## src/hdl/tpq_ram.sv

```systemverilog
// generic single-write, single-read memory with registered read data
module tpq_ram #(
    parameter int WIDTH = 8,
    parameter int DEPTH = 32
) (
    input  logic                     clk,
    input  logic                     we,
    input  logic [$clog2(DEPTH)-1:0] waddr,
    input  logic [WIDTH-1:0]         wdata,
    input  logic [$clog2(DEPTH)-1:0] raddr,
    output logic [WIDTH-1:0]         rdata
);

    logic [WIDTH-1:0] mem [DEPTH];

    // write port and registered read port
    always_ff @(posedge clk)
    begin
        if (we)
        begin
            mem[waddr] <= wdata;
        end
        rdata <= mem[raddr];
    end

endmodule

```

## config.mk

```make
export PLATFORM = sky130hd
export DESIGN_NAME = tpq_ram
export DESIGN_NICKNAME = d
export VERILOG_FILES = /design/src/hdl/tpq_ram.sv
export SDC_FILE = /design/constraint.sdc
export NUM_CORES = 1
export LEC_CHECK = 0
export ABC_AREA = 1
export CAP_MARGIN = 15
export CORE_MARGIN = 2
export CORE_UTILIZATION = 40
export CTS_BUF_LIST = sky130_fd_sc_hd__clkbuf_4 sky130_fd_sc_hd__clkbuf_8
export DETAILED_ROUTE_END_ITERATION = 7
export DONT_BUFFER_PORTS = 1
export GPL_ROUTABILITY_DRIVEN = 0
export HOLD_SLACK_MARGIN = 0.06
export SLEW_MARGIN = 20
export SYNTH_ARGS = -nofsm -noshare
export SYNTH_HDL_FRONTEND = slang
export SYNTH_SLANG_ARGS = --single-unit
```

## constraint.sdc

```tcl
create_clock -name clk -period 1.99 [get_ports clk]
set_input_delay 0 -clock clk [delete_from_list [all_inputs] [get_ports clk]]
set_output_delay 0 -clock clk [all_outputs]
set_load 0.01 [all_outputs]
```

# Yosys cells after proc, flatten, opt, wreduce, memory -nomap -nowiden
# Memory sizes are Yosys's and may differ from the RTL's. A register that Yosys moved wholly into a read port is not among the register bits.
# Index checks and enable logic that the tools add are counted.
[classes]
mux = 2
[ops]
columns = ["cell", "n"]
rows = [
  ["$mux 1", 2],
]
[totals]
reg_bits = 0
mem_bits_rw = 256
in_bits = 20
out_inout_bits = 8
n_memories = 1
[memory_table]
columns = ["memory", "depth", "word_bits", "rd", "rd_clocked_by_memory_dff", "wr", "line", "source"]
rows = [
  ["mem", 32, 8, 1, 1, 1, "14", "logic [WIDTH-1:0] mem [DEPTH];"],
]

# Logic depth before layout (Yosys ltp)
# Gate-level depths: netlist (run 1).
[logic_depth]
word_depth = 2
ltp_mapped = 11

# Worst setup path before layout (run 1)
# OpenSTA, ideal clock, no wires.
[synth_path]
kind = "input to register"
start = "input waddr[0]"
end = "memory mem[0][0] (enable)"
setup_time_ps = 370
t_arrival_ps = 664
required_ps = 1620
slack_ps = 956
cell_stages = 3
n_path_buf = 0
path_cell_list = "inv_1 -> nand3_1 -> nor2_1"
[synth_rtl]
columns = ["element", "line", "source"]
rows = [
  ["start, declared", "8", "input logic [$clog2(DEPTH)-1:0] waddr,"],
  ["end, declared", "14", ""],
]
# Straight into the memory's write port.

# Worst setup path after layout (run 1)
[layout_path]
start = "input waddr[2]"
end = "memory mem[11][3] (enable)"
# Straight into the memory's write port.

==> flow_summary.toml, run 1 <==
[run_status]
outcome = "completed"

[synthesis]
yosysWarningCount = 0
ys_ff_latch = 264
seq_area_frac_synth_pct = 72.8
syn-num-nets = 942
ys_types = 12
yosys.area.top_type = "edfxtp_1"
synthCells = 922
synth_area_leaders = "edfxtp_1, nand2_1, nand3_1"
netlist_area_um2 = 10800
syn_area_per_cell_um2 = 11.7
synth_top_area_share_pct = 71.3

[critical_path]
critical_path_class = "in -> reg"
critPathMaxFanout = 8
cp.required_ns = 2.17
worst_ep_arrival_time_ns = 2.04
start_kind = "input port"
endpoint_kind = "register"
reg2regPathDepth = 9

[run]
timing.max_cap.violations = 0

[clocking]
htree_num_levels = 2
clockBufferDepth = 3
insertion_delay_ns = 0.54
clk_pin_slew_ns = 0.06
clockRootBuffer = "clkbuf_8"
cts_sinks = 264
cts_tree = "built"
cts-buffers-inserted = 42

[grt]
antenna_found_initial = 0
grt_pass1_wl_um = 41000
grt_pass1_vias = 6822
grt.total_usage_pct = 19.2
grt_max_degree = 92
globalRouteOverflowTotal = 0

[sta]
min_period_over_period_pct = 93.3
post-route-min-period_ns = 1.86
hold_slack_ns = 0.0896
maxSlewViolCount = 0
setup_violations = 0
rsz0062_at_grt = "no"
worst_slew_pin_slew_ns = 0.738
finalSetupTns_ns = 0
relSlewSlack_pct = 50.7
fin_worst_skew_ns = 0.0205
finalHoldViolCount = 0
fmax_mhz = 539

[finish]
final_cell_mix = "nand2_1, edfxtp_1, nand3_1"
fillers = 2425
num_antenna_cells = 0
area_delta_synth_final_pct = 15.9
nets = 1013
final_common_cell = "nand2_1"
drive_above_1_share_pct = 11.8

[route]
ant_nets = 0
via_per_inst = 5.21
routed_wl_um = 26700
routedWlPerCell_um = 19.6
drc = 0
drt_iter0_drc = 705
vias = 7101
dr.pass1.iters = 5

[floorplan]
ioPinCount = 28
core_um2 = 26700
start_util_pct = 40.4
die_y_um = 168
fp.dieW_um = 168
num_rows = 60
dieArea_um2 = 28300

[pwr]
power_density_nw_per_um2 = 922
ir_drop_mv = 0.541
leakage_nw = 4.64
p_total_mw = 11.5

[placed_design]
dp_hpwl_um = 14200
portBuffers = 0

[hold_path]
worst_hold_path.num_cells = 4
hold_class = "in -> reg"
[cell usage after synthesis]
library cell / n
nand3_1: 204
buf_4: 4
nand2_1: 360
edfxtp_1: 256
clkbuf_1: 7
buf_1: 2
dfxtp_1: 8
inv_1: 8
nor2_1: 32
buf_2: 15
inv_2: 2
buf_6: 24
[where the power goes]
part           total [mW]  switching (mW)  internal (mW)
combinational       0.763           0.511          0.252
sequential           6.23          0.0456           6.18
clock                4.54            2.02           2.51
[routing by layer]
layer / vias up / routed length, um / GRT usage [%] / part of all wire, %
met5: - / 0 / 0 / 0
met4: 0 / 820 / 6.56 / 3.1
met3: 48 / 1930 / 3.76 / 7.2
met2: 278 / 12200 / 29.9 / 45
met1: 3424 / 11800 / 27.2 / 44
li1: 3351 / - / - / -
[through the flow]
step | std cells | setup slack [ns] | cell area (um^2) | util, %
after floorplan | 922 | 0.956 | 10800 | -
after global placement | 1245 | 0.560 | 11100 | 41.5
after detailed placement | 1245 | 0.588 | 11100 | 41.5
after CTS | 1359 | 0.112 | 12400 | 46.6
after global routing | 1364 | 0.0245 | 12500 | 46.8
final | 1364 | 0.133 | 12500 | 46.8
[cells by family (layout without fill, tap and decap cells)]
| group | Yosys count | count (layout) | synth area share [%] |
|---|---|---|---|
| flops | 264 | 264 | 72.8 |
| buf+inv | 62 | 163 | 4.14 |
| simple gates | 596 | 596 | 23.1 |
[path summary, 6_finish.rpt]
kind	slack, ns	to	from
worst max register to register	0.37	rdata[5]$_DFF_P_	mem[29][5]$_DFFE_PP_
worst min-delay path	0.09	mem[7][0]$_DFFE_PP_	waddr[3]
worst min register to register	0.76	rdata[0]$_DFF_P_	mem[6][0]$_DFFE_PP_
worst max-delay path	0.13	mem[11][3]$_DFFE_PP_	waddr[2]
[area by class of cell]
| type | instances | area (um^2) | area share [%] |
|---|---|---|---|
| inverter | 10 | 43.8 | 0.350 |
| tap | 341 | 427 | 3.41 |
| timing repair buffer | 79 | 848 | 6.79 |
| clock inverter | 12 | 52.6 | 0.420 |
| multi-input combinational | 596 | 2500 | 20.0 |
| clock buffer | 62 | 785 | 6.28 |
| sequential | 264 | 7850 | 62.8 |
[state kept, by name (all words and copies together) (netlist names)]
| signal | cells |
|---|---|
| mem | 256 |
| rdata | 8 |
[critical path: stages]
cell,delay (ns)
dlygate4sd3_1,0.61
inv_1,0.14
nand3_1,0.08
dlygate4sd3_1,0.62
nor2_1,0.58
[timing repair]
item                                    CTS  global route
endpoints found under the hold margin   476             8
resized for setup                         0             3
endpoints found under the setup margin    0             3
hold buffers                             40             2
setup buffers                             0             3
No activity file was read; power rests on OpenSTA's default activity.
==> inputs of run 2 (changes only) <==
--- a/config.mk
+++ b/config.mk
@@ -9,7 +9,7 @@
 export CAP_MARGIN = 15
 export CORE_MARGIN = 2
 export CORE_UTILIZATION = 40
-export CTS_BUF_LIST = sky130_fd_sc_hd__clkbuf_4 sky130_fd_sc_hd__clkbuf_8
+export CTS_BUF_LIST = sky130_fd_sc_hd__clkbuf_2
 export DETAILED_ROUTE_END_ITERATION = 7
 export DONT_BUFFER_PORTS = 1
 export GPL_ROUTABILITY_DRIVEN = 0
==> flow_summary.toml, run 2 (synthesized netlist as in run 1, its figures left out) <==
[finish]
final_common_cell = "nand2_1"
reg_top3 = "mem: 256 flops, rdata: 8 flops"
instances_no_fill = 1421
seq_area_um2 = 7850
area_delta_synth_final_pct = 16.0
multi_input_area_um2 = 2490
regMostFlops = "mem"
design_area_um2 = 12500
drive_above_1_share_pct = 12.8
largest_reg_flops = 256
final_cell_mix = "nand2_1, edfxtp_1, nand3_1"
fillers = 2455
nets = 1060

[run_status]
outcome = "completed"

[sta]
post-route-min-period_ns = 1.91
finalSetupTns_ns = 0
fmax_mhz = 523
relSlewSlack_pct = 25.8
fin_worst_skew_ns = 0.0730
hold_slack_ns = 0.109
rsz0062_at_grt = "no"
finalHoldViolCount = 0
min_period_over_period_pct = 96.0
worst_slew_pin_slew_ns = 1.11
maxSlewViolCount = 0
setup_violations = 0

[pwr]
leakage_nw = 4.71
p_comb_share_pct = 8.3
seq_power_share_pct = 61.0
power_density_nw_per_um2 = 815
p_switching_mw = 2.61
pwr-share-clk_pct = 30.7
p_int_mw = 7.58
swShare_pct = 25.6
ir_drop_mv = 0.393

[critical_path]
cpPeakStageDelay_ns = 0.61
cp.required_ns = 2.77
critical_path.cell_chain = "dlygate4sd3_1 > buf_12 > inv_1 > buf_4 > nand3_1 > nand2_1 > nand2_1 > nand2_1 > nand2_1 > dlygate4sd3_1 > nand2_1"
endpoint_kind = "register"
crit_buf_inv = 5
cp_top_family = "buffers and inverters"
cp_slowest_cell = "dlygate4sd3_1"
worst_ep_arrival_time_ns = 2.69
critPathMaxFanout = 32
crit_top_cell = "nand2_1"
critical_path_class = "in -> reg"
start_kind = "input port"

[route]
routedWlPerCell_um = 19.7
dr.pass1.iters = 5
vias = 7341
routed_wl_um = 28000
via_per_inst = 5.17
ant_nets = 0
drt_iter0_drc = 651
drc = 0

[clocking]
clk_pin_slew_ns = 0.11
cts_sinks = 264
clockRootBuffer = "clkbuf_2"
cts_tree = "built"
clockBufferDepth = 3
insertion_delay_ns = 0.90
cts-buffers-inserted = 61
htree_num_levels = 2

[placed_design]
placed_cells = 1245
portBuffers = 0
dp_hpwl_um = 14200
dpl-instance-area_um2 = 11100

[grt]
grt_pass1_wl_um = 43000
globalRouteOverflowTotal = 0
grt_pass1_vias = 7281
grt_max_degree = 85
antenna_found_initial = 1
grt.total_usage_pct = 20.1

[floorplan]
fp.dieW_um = 168
core_um2 = 26700
start_util_pct = 40.4
num_rows = 60
die_y_um = 168
dieArea_um2 = 28300
ioPinCount = 28

[hold_path]
hold_class = "in -> reg"

[run]
timing.max_cap.violations = 0
run 2: cell count changes in the layout (fill, tap and decap cells not counted), moves of 2 or more:
cell and delta:
buf_16 +2, clkinv_2 -4, buf_4 -4, clkinv_1 +10, dlygate4sd3_1 +26, clkbuf_2 +83, clkbuf_8 -51, buf_12 +3
nor2_2 -2, nor2_1 +2, clkbuf_4 -11
run 2: final timing paths:
check | start | endpoint | slack, ns | cells past startpoint
setup reg to reg | mem[17][1]$_DFFE_PP_ | rdata[1]$_DFF_P_ | 0.26 | 9
hold reg to reg | mem[4][0]$_DFFE_PP_ | rdata[0]$_DFF_P_ | 0.75 | 8
setup / recovery | raddr[2] | rdata[1]$_DFF_P_ | 0.08 | 11
hold / removal | wdata[4] | mem[8][4]$_DFFE_PP_ | 0.11 | 2
run 2: per-layer routing:
metal	global-route usage (%)	wire, um
met5	0	0
met4	6.78	681
met3	4.00	1800
met2	31.7	13200
met1	28.0	12300
run 2: power groups by stage:
stage / Combinational (mW) / Clock (mW) / Sequential, mW
5_1_grt: 0.926 / 3.48 / 6.22
6_report: 0.846 / 3.13 / 6.21
2_1_floorplan: 0.445 / 0 / 6.32
4_1_cts: 0.837 / 3.23 / 6.22
3_5_place_dp: 0.478 / 0 / 6.34
3_3_place_gp: 0.476 / 0 / 6.34
run 2: final cells by class:
class / instances / area share [%]
antenna: 1 / 0.0200
clock buffer: 83 / 3.32
clock inverter: 19 / 0.590
inverter: 10 / 0.360
multi-input combinational: 596 / 19.9
sequential: 264 / 62.7
tap: 341 / 3.41
timing repair buffer: 107 / 9.63
run 2: timing repair:
action / 4_1_cts / 5_1_grt
buffers inserted: 0 / 0
hold buffers: 73 / 0
endpoints found under the setup margin: 0 / 4
resized for setup: 0 / 4
hold endpoints to repair: 520 / 0
run 2: per-stage QoR:
stage	util [%]	total power, mW	setup WS, ns
2_1_floorplan	-	6.77	0.956
3_3_place_gp	41.5	6.82	0.560
3_5_place_dp	41.5	6.82	0.588
4_1_cts	46.7	10.3	0.0726
5_1_grt	46.8	10.6	0.00637
6_report	46.8	10.2	0.0795
==> inputs of run 3 (changes only) <==
--- a/config.mk
+++ b/config.mk
@@ -8,7 +8,7 @@
 export ABC_AREA = 1
 export CAP_MARGIN = 15
 export CORE_MARGIN = 2
-export CORE_UTILIZATION = 40
+export CORE_UTILIZATION = 48
 export CTS_BUF_LIST = sky130_fd_sc_hd__clkbuf_2
 export DETAILED_ROUTE_END_ITERATION = 7
 export DONT_BUFFER_PORTS = 1
==> flow_summary.toml, run 3 (synthesized netlist as in run 1, its figures left out) <==
[run_status]
outcome = "completed"

[finish]
largest_reg_flops = 256
area_delta_synth_final_pct = 14.1
drive_above_1_share_pct = 14.8
final_cell_mix = "nand2_1, edfxtp_1, nand3_1"
multi_input_area_um2 = 2490
fillers = 1855
final_common_cell = "nand2_1"
regMostFlops = "mem"
nets = 1050
instances_no_fill = 1354
reg_top3 = "mem: 256 flops, rdata: 8 flops"
seq_area_um2 = 7850
utilization_pct = 56.0

[critical_path]
start_kind = "input port"
critical_path_class = "in -> reg"
critPathMaxFanout = 58
cp.required_ns = 2.67
worst_ep_arrival_time_ns = 2.62
endpoint_kind = "register"

[grt]
antenna_found_initial = 3
globalRouteOverflowTotal = 0
grt_pass1_vias = 7205
grt_pass1_wl_um = 42300
grt.total_usage_pct = 24.2
grt_max_degree = 59

[pwr]
p_int_mw = 7.92
ir_drop_mv = 0.463
swShare_pct = 25.1
p_comb_share_pct = 7.6
leakage_nw = 4.71
pwr-share-clk_pct = 33.7
seq_power_share_pct = 58.7
p_switching_mw = 2.66
p_total_mw = 10.6
power_density_nw_per_um2 = 860

[clocking]
cts-buffers-inserted = 68
cts_sinks = 264
cts_tree = "built"
cts_post_setup_buffers_inserted = 0
insertion_delay_ns = 0.81
clockRootBuffer = "clkbuf_2"
htree_num_levels = 3
clockBufferDepth = 3
clk_pin_slew_ns = 0.11

[floorplan]
num_rows = 54
core_um2 = 22000
dieArea_um2 = 23700
ioPinCount = 28
die_y_um = 154
fp.dieW_um = 154
start_util_pct = 49.1

[sta]
fmax_mhz = 517
worst_slew_pin_slew_ns = 0.775
fin_worst_skew_ns = 0.0537
post-route-min-period_ns = 1.94
setup_ws_ns = 0.0548
relSlewSlack_pct = 48.1
setup_violations = 0
maxSlewViolCount = 0
finalHoldViolCount = 0
min_period_over_period_pct = 97.2
finalSetupTns_ns = 0
rsz0062_at_grt = "no"

[hold_path]
hold_class = "in -> reg"

[placed_design]
pre_cts_ws_ns = 0.552
portBuffers = 0
dp_hpwl_um = 14200
placed_cells = 1184

[route]
via_per_inst = 5.44
vias = 7368
drt_iter0_drc = 765
dr.pass1.iters = 5
ant_nets = 0
routedWlPerCell_um = 20.6
routed_wl_um = 27800
drc = 0

[run]
timing.max_cap.violations = 0
run 3: final timing paths:
check / start / slack [ns] / endpoint / cells past startpoint
worst min-delay path: waddr[3] / 0.14 / mem[26][4]$_DFFE_PP_ / 3
worst max-delay path: raddr[1] / 0.05 / rdata[0]$_DFF_P_ / 12
worst max register to register: mem[13][2]$_DFFE_PP_ / 0.26 / rdata[2]$_DFF_P_ / 9
worst min register to register: mem[20][6]$_DFFE_PP_ / 0.78 / rdata[6]$_DFF_P_ / 8
run 3: per-layer routing:
metal / global-route usage [%] / vias up / part of all wire (%)
met2: 37.9 / 312 / 47
li1: - / 3458 / -
met1: 33.6 / 3549 / 42
met5: 0 / - / 0
met3: 4.96 / 49 / 8.1
met4: 9.79 / 0 / 2.5
run 3: critical path, stage by stage:
cell and delay (ns):
dlygate4sd3_1 0.62, buf_16 0.26, inv_2 0.09, buf_4 0.36, nand3_1 0.15, nand3_1 0.12, nand2_1 0.06, nand2_1 0.12
nand2_1 0.07, dlygate4sd3_1 0.56, nand2_1 0.08, nand2_1 0.07
run 3: cell type report:
class	count	area share [%]
Antenna cell	3	0.0610
Clock buffer	104	4.23
Clock inverter	7	0.437
Inverter	10	0.366
Multi-Input combinational cell	596	20.3
Sequential cell	264	63.8
Tap cell	280	2.85
Timing Repair Buffer	90	8.01
run 3: power groups by stage:
| stage | Sequential [mW] | Clock [mW] | Combinational [mW] |
|---|---|---|---|
| after detailed placement | 6.34 | 0 | 0.483 |
| after global placement | 6.34 | 0 | 0.477 |
| after floorplan | 6.32 | 0 | 0.445 |
| after global routing | 6.21 | 3.95 | 0.881 |
| after CTS | 6.21 | 3.67 | 0.802 |
| final | 6.21 | 3.57 | 0.802 |
run 3: repair_timing:
item / CTS / global route
setup endpoints to repair: 0 / 4
resized for setup: 0 / 2
hold endpoints to repair: 520 / 0
hold buffers: 56 / 0
run 3: metrics by stage:
step                hold WS (ns)  area (um^2)
floorplan                 0.0989        10800
global placement           0.101        11000
detailed placement         0.101        11000
CTS                       0.0610        12300
global route              0.0943        12300
finish                     0.135        12300
