[src/hdl/tpq_pkg.sv]
// shared types, codes and helpers for the timer priority queue
package tpq_pkg;

    localparam int CAPACITY = 32;
    localparam int IDX_W    = $clog2(CAPACITY);
    localparam int OCC_W    = $clog2(CAPACITY + 1);

    localparam logic [3:0] OP_ADD_ONCE   = 4'd0;
    localparam logic [3:0] OP_ADD_REPEAT = 4'd1;
    localparam logic [3:0] OP_ADD_DELAY  = 4'd2;
    localparam logic [3:0] OP_CANCEL     = 4'd3;
    localparam logic [3:0] OP_CANCEL_ALL = 4'd4;
    localparam logic [3:0] OP_TICK       = 4'd5;
    localparam logic [3:0] OP_QUERY      = 4'd6;
    localparam logic [3:0] OP_NEXT       = 4'd7;
    localparam logic [3:0] OP_COUNTS     = 4'd8;

    localparam logic [1:0] ST_OK     = 2'd0;
    localparam logic [1:0] ST_REJECT = 2'd1;
    localparam logic [1:0] ST_FULL   = 2'd2;

    localparam logic KIND_DELAY  = 1'b0;
    localparam logic KIND_TIMER  = 1'b1;
    localparam logic EV_REPLY    = 1'b0;
    localparam logic EV_EXPIRY   = 1'b1;

    localparam int FLAG_NUM  = 0;
    localparam int FLAG_CANC = 1;

    // one stored heap entry
    typedef struct packed {
        logic [47:0] due;
        logic [47:0] order;
        logic [30:0] number;
        logic [22:0] interval;
        logic [31:0] fires;
        logic [31:0] rnd;
        logic [1:0]  flags;
        logic [15:0] tag;
    } ent_t;

    localparam int ENT_W = $bits(ent_t);

    // one result word
    typedef struct packed {
        logic               event_res;
        logic [1:0]         status;
        logic               entry_kind;
        logic [30:0]        number_out;
        logic [15:0]        tag_out;
        logic [31:0]        fire_count;
        logic [22:0]        interval_out;
        logic [31:0]        round_out;
        logic               cancelled;
        logic signed [23:0] value;
        logic [6:0]         live_count;
        logic               last;
    } res_t;

    // entry memory access
    typedef struct packed {
        logic             we;
        logic [IDX_W-1:0] waddr;
        ent_t             wdata;
        logic [IDX_W-1:0] raddr;
    } mem_req_t;

    typedef enum logic [4:0] {
        S_IDLE,
        S_DECODE,
        S_PUSH_CHK,
        S_PUSH_CMP,
        S_POP_GO,
        S_POP_LAST,
        S_POP_CHK,
        S_POP_L,
        S_POP_R,
        S_POP_CMP,
        S_TK_FRONT,
        S_TK_ROOT,
        S_TK_FIRE,
        S_NT_FRONT,
        S_NT_ROOT,
        S_SC_RD,
        S_SC_CHK,
        S_EMIT
    } state_t;

    // heap order: earlier due first, then earlier insertion
    function automatic logic runs_ahead(input ent_t a, input ent_t b);
        return (a.due < b.due) || ((a.due == b.due) && (a.order < b.order));
    endfunction

endpackage

[src/hdl/tpq_core.sv]
// heap sequencer: decodes commands, sifts and scans the entry memory
module tpq_core (
    input  logic                 clk,
    input  logic                 rst_n,
    input  logic                 in_valid,
    input  logic [3:0]           opcode,
    input  logic signed [23:0]   duration,
    input  logic [15:0]          tag,
    input  logic [30:0]          timer_number,
    output logic                 idle,
    output tpq_pkg::mem_req_t    mreq,
    input  logic [tpq_pkg::ENT_W-1:0] mem_rdata,
    output logic                 emit,
    output tpq_pkg::res_t        res,
    input  logic                 out_free
);
    import tpq_pkg::*;

    localparam int CW = OCC_W + 1;

    state_t state_reg, state_next;
    state_t ret_reg, ret_next;
    state_t emit_ret_reg, emit_ret_next;

    logic [3:0]         op_reg, op_next;
    logic signed [23:0] dur_reg, dur_next;
    logic [15:0]        tag_reg, tag_next;
    logic [30:0]        num_reg, num_next;

    logic [OCC_W-1:0] occ_reg, occ_next;
    logic [47:0]      time_reg, time_next;
    logic [30:0]      nextnum_reg, nextnum_next;
    logic [31:0]      round_reg, round_next;
    logic [47:0]      seq_reg, seq_next;
    logic [OCC_W-1:0] idx_reg, idx_next;
    logic [OCC_W-1:0] sidx_reg, sidx_next;
    logic [OCC_W-1:0] cnt_a_reg, cnt_a_next;
    logic [OCC_W-1:0] cnt_b_reg, cnt_b_next;

    ent_t elem_reg, elem_next;
    ent_t child_reg, child_next;
    ent_t fire_reg, fire_next;
    res_t res_reg, res_next;

    ent_t             rd_ent;
    logic [CW-1:0]    l_w, r_w, occ_ext;
    logic [OCC_W-1:0] par_idx, last_idx;
    logic             has_left, has_right, push_up, right_wins, child_up;
    logic             dur_bad, full, rd_num, rd_canc, rd_late, num_hit;
    logic [47:0]      due_diff;

    // shared decisions
    assign rd_ent     = ent_t'(mem_rdata);
    assign occ_ext    = {1'b0, occ_reg};
    assign l_w        = {idx_reg, 1'b1};
    assign r_w        = l_w + CW'(1);
    assign has_left   = l_w < occ_ext;
    assign has_right  = r_w < occ_ext;
    assign par_idx    = (idx_reg - OCC_W'(1)) >> 1;
    assign last_idx   = occ_reg - OCC_W'(1);
    assign push_up    = runs_ahead(elem_reg, rd_ent);
    assign right_wins = runs_ahead(rd_ent, child_reg);
    assign child_up   = runs_ahead(child_reg, elem_reg);
    assign dur_bad    = dur_reg < 24'sd1;
    assign full       = occ_ext >= CW'(CAPACITY);
    assign rd_num     = rd_ent.flags[FLAG_NUM];
    assign rd_canc    = rd_ent.flags[FLAG_CANC];
    assign rd_late    = rd_ent.due > time_reg;
    assign num_hit    = rd_num && (rd_ent.number == num_reg);
    assign due_diff   = rd_ent.due - time_reg;

    // control registers
    always_ff @(posedge clk or negedge rst_n)
    begin
        if (!rst_n)
        begin
            state_reg    <= S_IDLE;
            ret_reg      <= S_IDLE;
            emit_ret_reg <= S_IDLE;
            occ_reg      <= '0;
            time_reg     <= '0;
            nextnum_reg  <= 31'd1;
            round_reg    <= '0;
            seq_reg      <= '0;
            idx_reg      <= '0;
            sidx_reg     <= '0;
            cnt_a_reg    <= '0;
            cnt_b_reg    <= '0;
            op_reg       <= OP_ADD_ONCE;
        end
        else
        begin
            state_reg    <= state_next;
            ret_reg      <= ret_next;
            emit_ret_reg <= emit_ret_next;
            occ_reg      <= occ_next;
            time_reg     <= time_next;
            nextnum_reg  <= nextnum_next;
            round_reg    <= round_next;
            seq_reg      <= seq_next;
            idx_reg      <= idx_next;
            sidx_reg     <= sidx_next;
            cnt_a_reg    <= cnt_a_next;
            cnt_b_reg    <= cnt_b_next;
            op_reg       <= op_next;
        end
    end

    // payload registers
    always_ff @(posedge clk)
    begin
        dur_reg   <= dur_next;
        tag_reg   <= tag_next;
        num_reg   <= num_next;
        elem_reg  <= elem_next;
        child_reg <= child_next;
        fire_reg  <= fire_next;
        res_reg   <= res_next;
    end

    // next state
    always_comb
    begin
        state_next = state_reg;
        case (state_reg)
            S_IDLE:
            begin
                if (in_valid)
                begin
                    state_next = S_DECODE;
                end
            end
            S_DECODE:
            begin
                case (op_reg)
                    OP_ADD_ONCE, OP_ADD_REPEAT:
                        state_next = (dur_bad || full) ? S_EMIT : S_PUSH_CHK;
                    OP_ADD_DELAY:
                        state_next = full ? S_EMIT : S_PUSH_CHK;
                    OP_CANCEL, OP_CANCEL_ALL, OP_QUERY, OP_COUNTS:
                        state_next = S_SC_RD;
                    OP_TICK:
                        state_next = S_TK_FRONT;
                    OP_NEXT:
                        state_next = S_NT_FRONT;
                    default:
                        state_next = S_EMIT;
                endcase
            end
            S_PUSH_CHK:
                state_next = (idx_reg == '0) ? ret_reg : S_PUSH_CMP;
            S_PUSH_CMP:
                state_next = push_up ? S_PUSH_CHK : ret_reg;
            S_POP_GO:
                state_next = (occ_reg == OCC_W'(1)) ? ret_reg : S_POP_LAST;
            S_POP_LAST:
                state_next = S_POP_CHK;
            S_POP_CHK:
                state_next = has_left ? S_POP_L : ret_reg;
            S_POP_L:
                state_next = has_right ? S_POP_R : S_POP_CMP;
            S_POP_R:
                state_next = S_POP_CMP;
            S_POP_CMP:
                state_next = child_up ? S_POP_CHK : ret_reg;
            S_TK_FRONT:
                state_next = (occ_reg == '0) ? S_EMIT : S_TK_ROOT;
            S_TK_ROOT:
            begin
                if (rd_canc)
                begin
                    state_next = S_POP_GO;
                end
                else if (rd_late || (CW'(cnt_b_reg) >= CW'(CAPACITY)))
                begin
                    state_next = S_EMIT;
                end
                else
                begin
                    state_next = S_POP_GO;
                end
            end
            S_TK_FIRE:
                state_next = S_EMIT;
            S_NT_FRONT:
                state_next = (occ_reg == '0) ? S_EMIT : S_NT_ROOT;
            S_NT_ROOT:
                state_next = rd_canc ? S_POP_GO : S_EMIT;
            S_SC_RD:
                state_next = (idx_reg >= occ_reg) ? S_EMIT : S_SC_CHK;
            S_SC_CHK:
            begin
                state_next = S_SC_RD;
                if ((op_reg == OP_CANCEL) && num_hit && !rd_canc)
                begin
                    state_next = S_EMIT;
                end
                if ((op_reg == OP_QUERY) && num_hit)
                begin
                    state_next = S_EMIT;
                end
            end
            S_EMIT:
                state_next = out_free ? emit_ret_reg : S_EMIT;
            default:
                state_next = S_IDLE;
        endcase
    end

    // datapath, memory access and result words
    always_comb
    begin
        logic        push_go;
        ent_t        push_ent;
        logic [30:0] num_a;
        logic [31:0] fire_f;
        logic [31:0] fire_r;

        push_go       = 1'b0;
        push_ent      = '0;
        num_a         = '0;
        fire_f        = '0;
        fire_r        = '0;
        ret_next      = ret_reg;
        emit_ret_next = emit_ret_reg;
        op_next       = op_reg;
        dur_next      = dur_reg;
        tag_next      = tag_reg;
        num_next      = num_reg;
        occ_next      = occ_reg;
        time_next     = time_reg;
        nextnum_next  = nextnum_reg;
        round_next    = round_reg;
        seq_next      = seq_reg;
        idx_next      = idx_reg;
        sidx_next     = sidx_reg;
        cnt_a_next    = cnt_a_reg;
        cnt_b_next    = cnt_b_reg;
        elem_next     = elem_reg;
        child_next    = child_reg;
        fire_next     = fire_reg;
        res_next      = res_reg;
        mreq          = '0;
        emit          = 1'b0;

        case (state_reg)
            S_IDLE:
            begin
                if (in_valid)
                begin
                    op_next  = opcode;
                    dur_next = duration;
                    tag_next = tag;
                    num_next = timer_number;
                end
            end
            S_DECODE:
            begin
                res_next      = '0;
                res_next.last = 1'b1;
                emit_ret_next = S_IDLE;
                idx_next      = '0;
                cnt_a_next    = '0;
                cnt_b_next    = '0;
                case (op_reg)
                    OP_ADD_ONCE, OP_ADD_REPEAT:
                    begin
                        res_next.entry_kind = KIND_TIMER;
                        if (dur_bad)
                        begin
                            res_next.status = ST_REJECT;
                        end
                        else if (full)
                        begin
                            res_next.status = ST_FULL;
                        end
                        else
                        begin
                            num_a = (nextnum_reg == '0) ? 31'd1 : nextnum_reg;
                            nextnum_next        = num_a + 31'd1;
                            res_next.number_out = num_a;
                            push_go             = 1'b1;
                            push_ent.due        = time_reg + 48'(dur_reg[22:0]);
                            push_ent.number     = num_a;
                            push_ent.interval   = (op_reg == OP_ADD_REPEAT) ?
                                                  dur_reg[22:0] : 23'd0;
                            push_ent.flags[FLAG_NUM] = 1'b1;
                            ret_next            = S_EMIT;
                        end
                    end
                    OP_ADD_DELAY:
                    begin
                        res_next.entry_kind = KIND_DELAY;
                        if (full)
                        begin
                            res_next.status = ST_FULL;
                        end
                        else
                        begin
                            push_go      = 1'b1;
                            push_ent.due = time_reg +
                                           ((dur_reg > 24'sd0) ? 48'(dur_reg[22:0]) : 48'd0);
                            push_ent.tag = tag_reg;
                            ret_next     = S_EMIT;
                        end
                    end
                    OP_CANCEL, OP_CANCEL_ALL, OP_QUERY, OP_COUNTS:
                    begin
                    end
                    OP_TICK:
                        time_next = time_reg + 48'd1;
                    OP_NEXT:
                    begin
                    end
                    default:
                        res_next.status = ST_REJECT;
                endcase
            end

            // sift up with the new entry held in elem_reg
            S_PUSH_CHK:
            begin
                if (idx_reg == '0)
                begin
                    mreq.we    = 1'b1;
                    mreq.waddr = '0;
                    mreq.wdata = elem_reg;
                end
                else
                begin
                    mreq.raddr = par_idx[IDX_W-1:0];
                end
            end
            S_PUSH_CMP:
            begin
                mreq.we    = 1'b1;
                mreq.waddr = idx_reg[IDX_W-1:0];
                if (push_up)
                begin
                    mreq.wdata = rd_ent;
                    idx_next   = par_idx;
                end
                else
                begin
                    mreq.wdata = elem_reg;
                end
            end

            // remove the root, last entry sifts down from the top
            S_POP_GO:
            begin
                occ_next   = last_idx;
                mreq.raddr = last_idx[IDX_W-1:0];
            end
            S_POP_LAST:
            begin
                elem_next = rd_ent;
                idx_next  = '0;
            end
            S_POP_CHK:
            begin
                if (has_left)
                begin
                    mreq.raddr = l_w[IDX_W-1:0];
                end
                else
                begin
                    mreq.we    = 1'b1;
                    mreq.waddr = idx_reg[IDX_W-1:0];
                    mreq.wdata = elem_reg;
                end
            end
            S_POP_L:
            begin
                child_next = rd_ent;
                sidx_next  = l_w[OCC_W-1:0];
                mreq.raddr = r_w[IDX_W-1:0];
            end
            S_POP_R:
            begin
                if (right_wins)
                begin
                    child_next = rd_ent;
                    sidx_next  = r_w[OCC_W-1:0];
                end
            end
            S_POP_CMP:
            begin
                mreq.we    = 1'b1;
                mreq.waddr = idx_reg[IDX_W-1:0];
                if (child_up)
                begin
                    mreq.wdata = child_reg;
                    idx_next   = sidx_reg;
                end
                else
                begin
                    mreq.wdata = elem_reg;
                end
            end

            // tick: drain due entries from the front
            S_TK_FRONT:
            begin
                res_next       = '0;
                res_next.last  = 1'b1;
                res_next.value = 24'(cnt_b_reg);
                emit_ret_next  = S_IDLE;
            end
            S_TK_ROOT:
            begin
                if (rd_canc)
                begin
                    ret_next = S_TK_FRONT;
                end
                else if (!(rd_late || (CW'(cnt_b_reg) >= CW'(CAPACITY))))
                begin
                    fire_next = rd_ent;
                    ret_next  = S_TK_FIRE;
                end
            end
            S_TK_FIRE:
            begin
                cnt_b_next         = cnt_b_reg + OCC_W'(1);
                res_next           = '0;
                res_next.event_res = EV_EXPIRY;
                emit_ret_next      = S_TK_FRONT;
                if (fire_reg.flags[FLAG_NUM])
                begin
                    fire_f                = fire_reg.fires + 32'd1;
                    fire_r                = round_reg + 32'd1;
                    round_next            = fire_r;
                    res_next.entry_kind   = KIND_TIMER;
                    res_next.number_out   = fire_reg.number;
                    res_next.fire_count   = fire_f;
                    res_next.interval_out = fire_reg.interval;
                    res_next.round_out    = fire_r;
                    if (fire_reg.interval != '0)
                    begin
                        push_go           = 1'b1;
                        push_ent.due      = time_reg + 48'(fire_reg.interval);
                        push_ent.number   = fire_reg.number;
                        push_ent.interval = fire_reg.interval;
                        push_ent.fires    = fire_f;
                        push_ent.rnd      = fire_r;
                        push_ent.flags[FLAG_NUM] = 1'b1;
                        ret_next          = S_TK_FRONT;
                        emit_ret_next     = S_PUSH_CHK;
                    end
                end
                else
                begin
                    res_next.entry_kind = KIND_DELAY;
                    res_next.tag_out    = fire_reg.tag;
                    res_next.round_out  = round_reg;
                end
            end

            // next timeout after purging cancelled front entries
            S_NT_FRONT:
            begin
                res_next.value = -24'sd1;
            end
            S_NT_ROOT:
            begin
                if (rd_canc)
                begin
                    ret_next = S_NT_FRONT;
                end
                else if (!rd_late)
                begin
                    res_next.value = '0;
                end
                else if (due_diff[47:23] != '0)
                begin
                    res_next.value = 24'sh7FFFFF;
                end
                else
                begin
                    res_next.value = 24'(due_diff[22:0]);
                end
            end

            // linear scan over the stored entries
            S_SC_RD:
            begin
                mreq.raddr = idx_reg[IDX_W-1:0];
                if (idx_reg >= occ_reg)
                begin
                    case (op_reg)
                        OP_CANCEL:
                        begin
                            res_next.status     = ST_REJECT;
                            res_next.entry_kind = KIND_TIMER;
                        end
                        OP_CANCEL_ALL:
                        begin
                            res_next.entry_kind = KIND_TIMER;
                            res_next.value      = 24'(cnt_a_reg);
                        end
                        OP_QUERY:
                            res_next.status = ST_REJECT;
                        default:
                        begin
                            res_next.round_out  = round_reg;
                            res_next.value      = 24'(cnt_a_reg);
                            res_next.live_count = 7'(cnt_b_reg);
                        end
                    endcase
                end
            end
            S_SC_CHK:
            begin
                idx_next   = idx_reg + OCC_W'(1);
                mreq.waddr = idx_reg[IDX_W-1:0];
                mreq.wdata = rd_ent;
                mreq.wdata.flags[FLAG_CANC] = 1'b1;
                case (op_reg)
                    OP_CANCEL:
                    begin
                        if (num_hit && !rd_canc)
                        begin
                            mreq.we             = 1'b1;
                            res_next.entry_kind = KIND_TIMER;
                            res_next.number_out = num_reg;
                        end
                    end
                    OP_CANCEL_ALL:
                    begin
                        if (rd_num && !rd_canc)
                        begin
                            mreq.we    = 1'b1;
                            cnt_a_next = cnt_a_reg + OCC_W'(1);
                        end
                    end
                    OP_QUERY:
                    begin
                        if (num_hit)
                        begin
                            res_next.entry_kind   = KIND_TIMER;
                            res_next.number_out   = num_reg;
                            res_next.fire_count   = rd_ent.fires;
                            res_next.interval_out = rd_ent.interval;
                            res_next.round_out    = rd_ent.rnd;
                            res_next.cancelled    = rd_canc;
                        end
                    end
                    default:
                    begin
                        if (!rd_canc)
                        begin
                            cnt_a_next = cnt_a_reg + OCC_W'(1);
                            if (rd_num)
                            begin
                                cnt_b_next = cnt_b_reg + OCC_W'(1);
                            end
                        end
                    end
                endcase
            end

            S_EMIT:
                emit = out_free;
            default:
            begin
            end
        endcase

        // start a sift-up at the first free slot
        if (push_go)
        begin
            elem_next       = push_ent;
            elem_next.order = seq_reg + 48'd1;
            seq_next        = seq_reg + 48'd1;
            idx_next        = occ_reg;
            occ_next        = occ_reg + OCC_W'(1);
        end
    end

    // root reads for tick and next timeout
    // (S_TK_FRONT and S_NT_FRONT read slot zero, the default address)

    assign idle = state_reg == S_IDLE;
    assign res  = res_reg;

endmodule

[config.mk]
export PLATFORM = sky130hd
export DESIGN_NAME = tpq_core
export DESIGN_NICKNAME = d
export VERILOG_FILES = /design/src/hdl/tpq_pkg.sv /design/src/hdl/tpq_core.sv
export SDC_FILE = /design/constraint.sdc
export NUM_CORES = 2
export LEC_CHECK = 0
export BUFFER_PORTS_ARGS = -buffer_cell sky130_fd_sc_hd__buf_2
export CORE_ASPECT_RATIO = 1.4
export CORE_MARGIN = 8
export CORE_UTILIZATION = 55
export DETAILED_ROUTE_END_ITERATION = 8
export PLACE_DENSITY = 0.76
export SYNTH_ARGS = -nofsm -noshare
export SYNTH_HDL_FRONTEND = slang
export SYNTH_SLANG_ARGS = --single-unit
[constraint.sdc]
create_clock -name clk -period 21.8 [get_ports clk]
set_input_delay 6.54 -clock clk [delete_from_list [all_inputs] [get_ports clk]]
set_output_delay 6.54 -clock clk [all_outputs]
set_load 0.02 [all_outputs]
# Word level (Yosys, flattened, before mapping)
# Index checks and enable logic that the tools add are counted.
[totals]
reg_bits = 1017
inputBits = 311
out_inout_bits = 416
elab_cells = 338
[op_classes]
add_sub_neg = 16
magnitude_cmp = 14
n_eq_ne = 57
muxes = 131
bitwise = 4
n_reduce_logical = 66
[ops]
columns = ["operator", "n"]
rows = [
  ["$pmux 238 s5", 1],
  ["$mux 232", 5],
  ["$mux 238", 2],
  ["$pmux 232 s2", 1],
  ["$lt 48x48->1", 6],
  ["$mux 48", 5],
  ["$mux 118", 2],
  ["$pmux 48 s2", 2],
  ["$mux 31", 6],
  ["$mux 88", 2],
  ["$pmux 55 s3", 1],
  ["$mux 54", 3],
  ["$mux 32", 5],
  ["$add 48x23->48", 3],
  ["$eq 48x48->1", 3],
  ["$pmux 32 s4", 1],
  ["$mux 5", 25],
  ["$pmux 31 s4", 1],
  ["$pmux 24 s5", 1],
  ["$pmux 54 s2", 1],
  ["$add 48x1->48 const B", 2],
  ["$mux 23", 4],
  ["$pmux 5 s18", 1],
  ["$mux 6", 11],
  ["71 further kinds", 194],
]

# Depth between registers and ports, before layout
[logic_depth]
depth_word = 7
mapped_depth = 17
depth_no_buf = 16

# Worst setup path before layout
# No wires, ideal clock.
[synth_timing]
path_type = "input port to output port"
start = "input mem_rdata[218] (netlist bit)"
end = "output mreq[100] (netlist bit)"
arrival_time_ps = 9458
required_ps = 15260
setup_slack_ps = 5802
path_stages = 14
n_path_buf = 2
path_cell_list = "inv_1 -> ha_1 -> nand3_1 -> or4_1 -> nor4_1 -> nand3_1 -> nor2_1 -> o31ai_1 -> and3_1 -> a22oi_2 -> nand2_1 -> clkbuf_1 -> clkbuf_1 -> a221o_1"
[synth_lines]
columns = ["element", "line", "rtl"]
rows = [
  ["from (decl)", "tpq_core.sv:12", "input logic [tpq_pkg::ENT_W-1:0] mem_rdata,"],
  ["to (decl)", "tpq_core.sv:11", "output tpq_pkg::mem_req_t mreq,"],
]

==> metrics <==
TritonCTS clock tree built; reg-to-reg critical path startpoint child_reg[231]; insertion delay of the later-clocked pin in the worst-skew pair 0.75 ns; total I/O pin count 727; CTS Hold Buffers Added 0; number of vias per cell 6.73; startpoint types input pin; relative slew slack 16.2%; Max Fanout on Critical Path 72; Worst path slowest cell or2_4; Critical Path RT 15.26 ns; leakage 30.4 nW; I/O Buffers 725; Setup Crit Path Kind in -> out; category of the worst setup path capture point primary output; largest delay contributor family on the critical path simple AND/OR/NAND/NOR gates; 1st-iter DRT viols 6212; Net Count, Synth 6669; endpoint arrival time on the critical path 11.71 ns; proportion of synthesized flip-flops having asynchronous set or reset 20.2%; area of all placed cells without fillers 70800 µm²; gpl congestion 1.01; share of cells above drive strength 1 15.9%; worst reg2reg path depth 15; setup slack of the worst register-to-register path 14.96 ns; critical path depth 15; Period minus WS final 18.25 ns; total negative slack for setup checks 0 ns; IR Drop Worst-Case VDD 94.4 µV; Detailed Routing Iterations Pass 1 9; final antenna-violating net count 0; Overall Global Routing Usage 37.8%; estimated wirelength of the detail-placed design 182 mm; maximum single-stage delay on the critical path 0.78 ns; number of antenna violations at the first check in global routing 28; H-tree lvl count 3; Worst Tran Pin Value 1.26 ns; worst slack at placement 3.71 ns; GR Overflow Total 0; violations in the final reports design-rule violations; critical-path cell list buf_2 -> inv_1 -> ha_1 -> nand3_1 -> or4_1 -> nor4_1 -> nand3_1 -> nor2_1 -> o31ai_1 -> and3_1 -> a211oi_2 -> or2_4 -> buf_4 -> a221o_1 -> buf_2; Clock Skew 0.0672 ns; Post-Place Cell Area 67200 µm²; worst setup path start mem_rdata[218]; clock root buffer master clkbuf_16; Max Freq 54.8 MHz; total of flip-flops plus latches after synthesis 1013; clock slew at reported path FFs 0.07 ns; RSZ-0062 raised after global routing no; Worst Hold Slack 0.490 ns; count of warnings emitted by yosys 0; wire length per cell after detailed routing 30.2 µm; capturing point of the worst reg2reg path child_reg[96]; via count of the first global-routing pass 53400; CTS buffer count 100; buffering stage count on the worst path with inverters included 4; power consumption 7.51 mW; Horiz. Die Dim 300 µm; Clock Tree Buf Depth 3; min-delay worst type reg -> reg; aggregate routed wire length 244 mm; Residual DRC 12; post-CTS setup buffer count 0; final max-slew violation count 0; count of placed standard cells including taps 7893; # nets final 7262; fin util 62.8%; gate count of the mapped netlist 5922; prevailing post-synth register cell edfxtp_1; count of endpoints failing setup in the final report 0; Netlist Area Pre-Place 62200 µm²; Final Cycle Share 83.7%; Total Die Area 124000 µm²; Worst Slack Setup Final 3.55 ns; reported max-cap violation count 0; Non-Filler Instances 8097; Syn-to-layout area delta 13.8%; share of the yosys chip area belonging to registers 47.2%; crit path capture mreq[215]; die height 414 µm; Clock Sink Count 1013; total via count in the routed design 54500; Placeable Area 113000 µm²; count of unique library cells instantiated by Yosys 101; Placement Rows 146; number of gates resized after cts 0; outcome finished with violations; power per cell area 106 nW/µm²; final hold violations 0; Syn Area/Cell 10.5 µm²; Initial Util 55.2%; number of enable-type register cells in the synthesized netlist 807; global-route wire length before repair 352 mm; largest net degree at the start of global routing 168
[worst reg2reg max path, stage by stage (launching register included)]
cell      delay [ns]
edfxtp_1        0.43
inv_1           0.06
ha_1            0.31
nand4_1         0.13
nor3_1          0.30
nor3b_1         0.35
nand3_1         0.23
nand3b_1        0.39
nor3_1          1.02
o2111a_1        0.39
o2111a_1        0.24
nor3_1          0.06
buf_4           0.21
inv_8           0.42
buf_4           1.04
buf_4           0.85
[layout make-up]
cell class / instances / area, µm²
clock buffers: 117 / 2640
diodes: 17 / 42.5
inverters: 490 / 1850
fillers: 9110 / 42000
flip-flops and latches: 1013 / 29400
repair buffers: 795 / 4190
well taps: 1480 / 1850
clock inverters: 70 / 856
multi-input cells: 4115 / 29900
[Yosys cell counts, drive strengths merged, types with 15 or more instances]
| master | number | area share, % |
|---|---|---|
| edfxtp | 807 | 39 |
| nand2 | 511 | 3.1 |
| inv | 486 | 2.9 |
| ha | 432 | 8.7 |
| o21ai | 300 | 2.4 |
| a22o | 292 | 4.1 |
| nor2 | 290 | 1.8 |
| xnor2 | 268 | 3.8 |
| a21oi | 266 | 2.1 |
| a221o | 266 | 4.3 |
| clkbuf | 246 | 1.5 |
| dfrtp | 204 | 8.2 |
| a21o | 167 | 2.0 |
| nand3 | 128 | 1.0 |
| nand4 | 127 | 1.3 |
| xor2 | 124 | 1.7 |
| nor3 | 101 | 0.84 |
| a222oi | 91 | 1.5 |
| buf | 58 | 0.45 |
| a31oi | 54 | 0.61 |
| and3 | 53 | 0.53 |
| and2 | 50 | 0.50 |
| nor2b | 50 | 0.50 |
| nor4 | 48 | 0.51 |
| o211ai | 39 | 0.47 |
| nand2b | 38 | 0.38 |
| a22oi | 34 | 0.42 |
| o21a | 30 | 0.36 |
| a211oi | 24 | 0.30 |
| or3 | 22 | 0.22 |
| o21bai | 21 | 0.25 |
| and4 | 16 | 0.23 |
| mux2i | 16 | 0.26 |
| o31ai | 16 | 0.19 |
| mux2 | 15 | 0.27 |
| o22ai | 15 | 0.15 |
| or2 | 15 | 0.15 |
[where the power goes]
part	internal, mW	switching (mW)
Clock	1.04	0.819
Sequential	2.59	0.330
Combinational	0.889	1.85
[worst min path at each step]
stage | endpoint | start | cells after the start | slack, ns
floorplan | emit_ret_reg[3] | emit_ret_reg[3] | 2 | 0.44
global placement | elem_reg[17] | elem_reg[17] | 2 | 0.46
detailed placement | state_reg[4] | ret_reg[4] | 1 | 0.47
CTS | state_reg[4] | ret_reg[4] | 1 | 0.49
global route | state_reg[4] | ret_reg[4] | 1 | 0.52
finish | seq_reg[47] | seq_reg[47] | 1 | 0.49
[placed cells by master (no fill, tap or decap), types with 52 or more instances in the layout]
cell | synthesis | final
buf_4 | 1 | 68
xnor2_1 | 268 | 268
dfrtp_1 | 204 | 204
a221o_1 | 266 | 266
nand4_1 | 125 | 125
a21o_1 | 167 | 167
nand3_1 | 128 | 127
a21oi_1 | 265 | 265
and3_1 | 53 | 52
inv_1 | 484 | 482
clkbuf_16 | 0 | 102
a222oi_1 | 91 | 91
edfxtp_1 | 807 | 807
o21ai_0 | 294 | 293
nand2_1 | 510 | 507
nor2_1 | 289 | 280
xor2_1 | 124 | 124
nor3_1 | 97 | 91
a22o_1 | 292 | 292
ha_1 | 432 | 432
buf_2 | 35 | 724
[routing by layer]
layer  part of all wire (%)  vias up  global-route usage (%)
met2                     47     3472                    62.7
met4                    9.0       12                    28.0
met3                    9.5      894                    8.41
met1                     34    26400                    42.6
met5                  0.034        -                       0
li1                       -    23700                       -
[cells by family after synthesis]
logic type      share of synthesized area (%)
fa+ha+maj                                8.82
simple gates                             11.6
flops                                    47.2
xor+xnor                                 5.52
mux                                     0.529
other cells                           0.00603
compound gates                           21.4
buf+inv                                  4.89
Power figures use the tool's default switching activity.
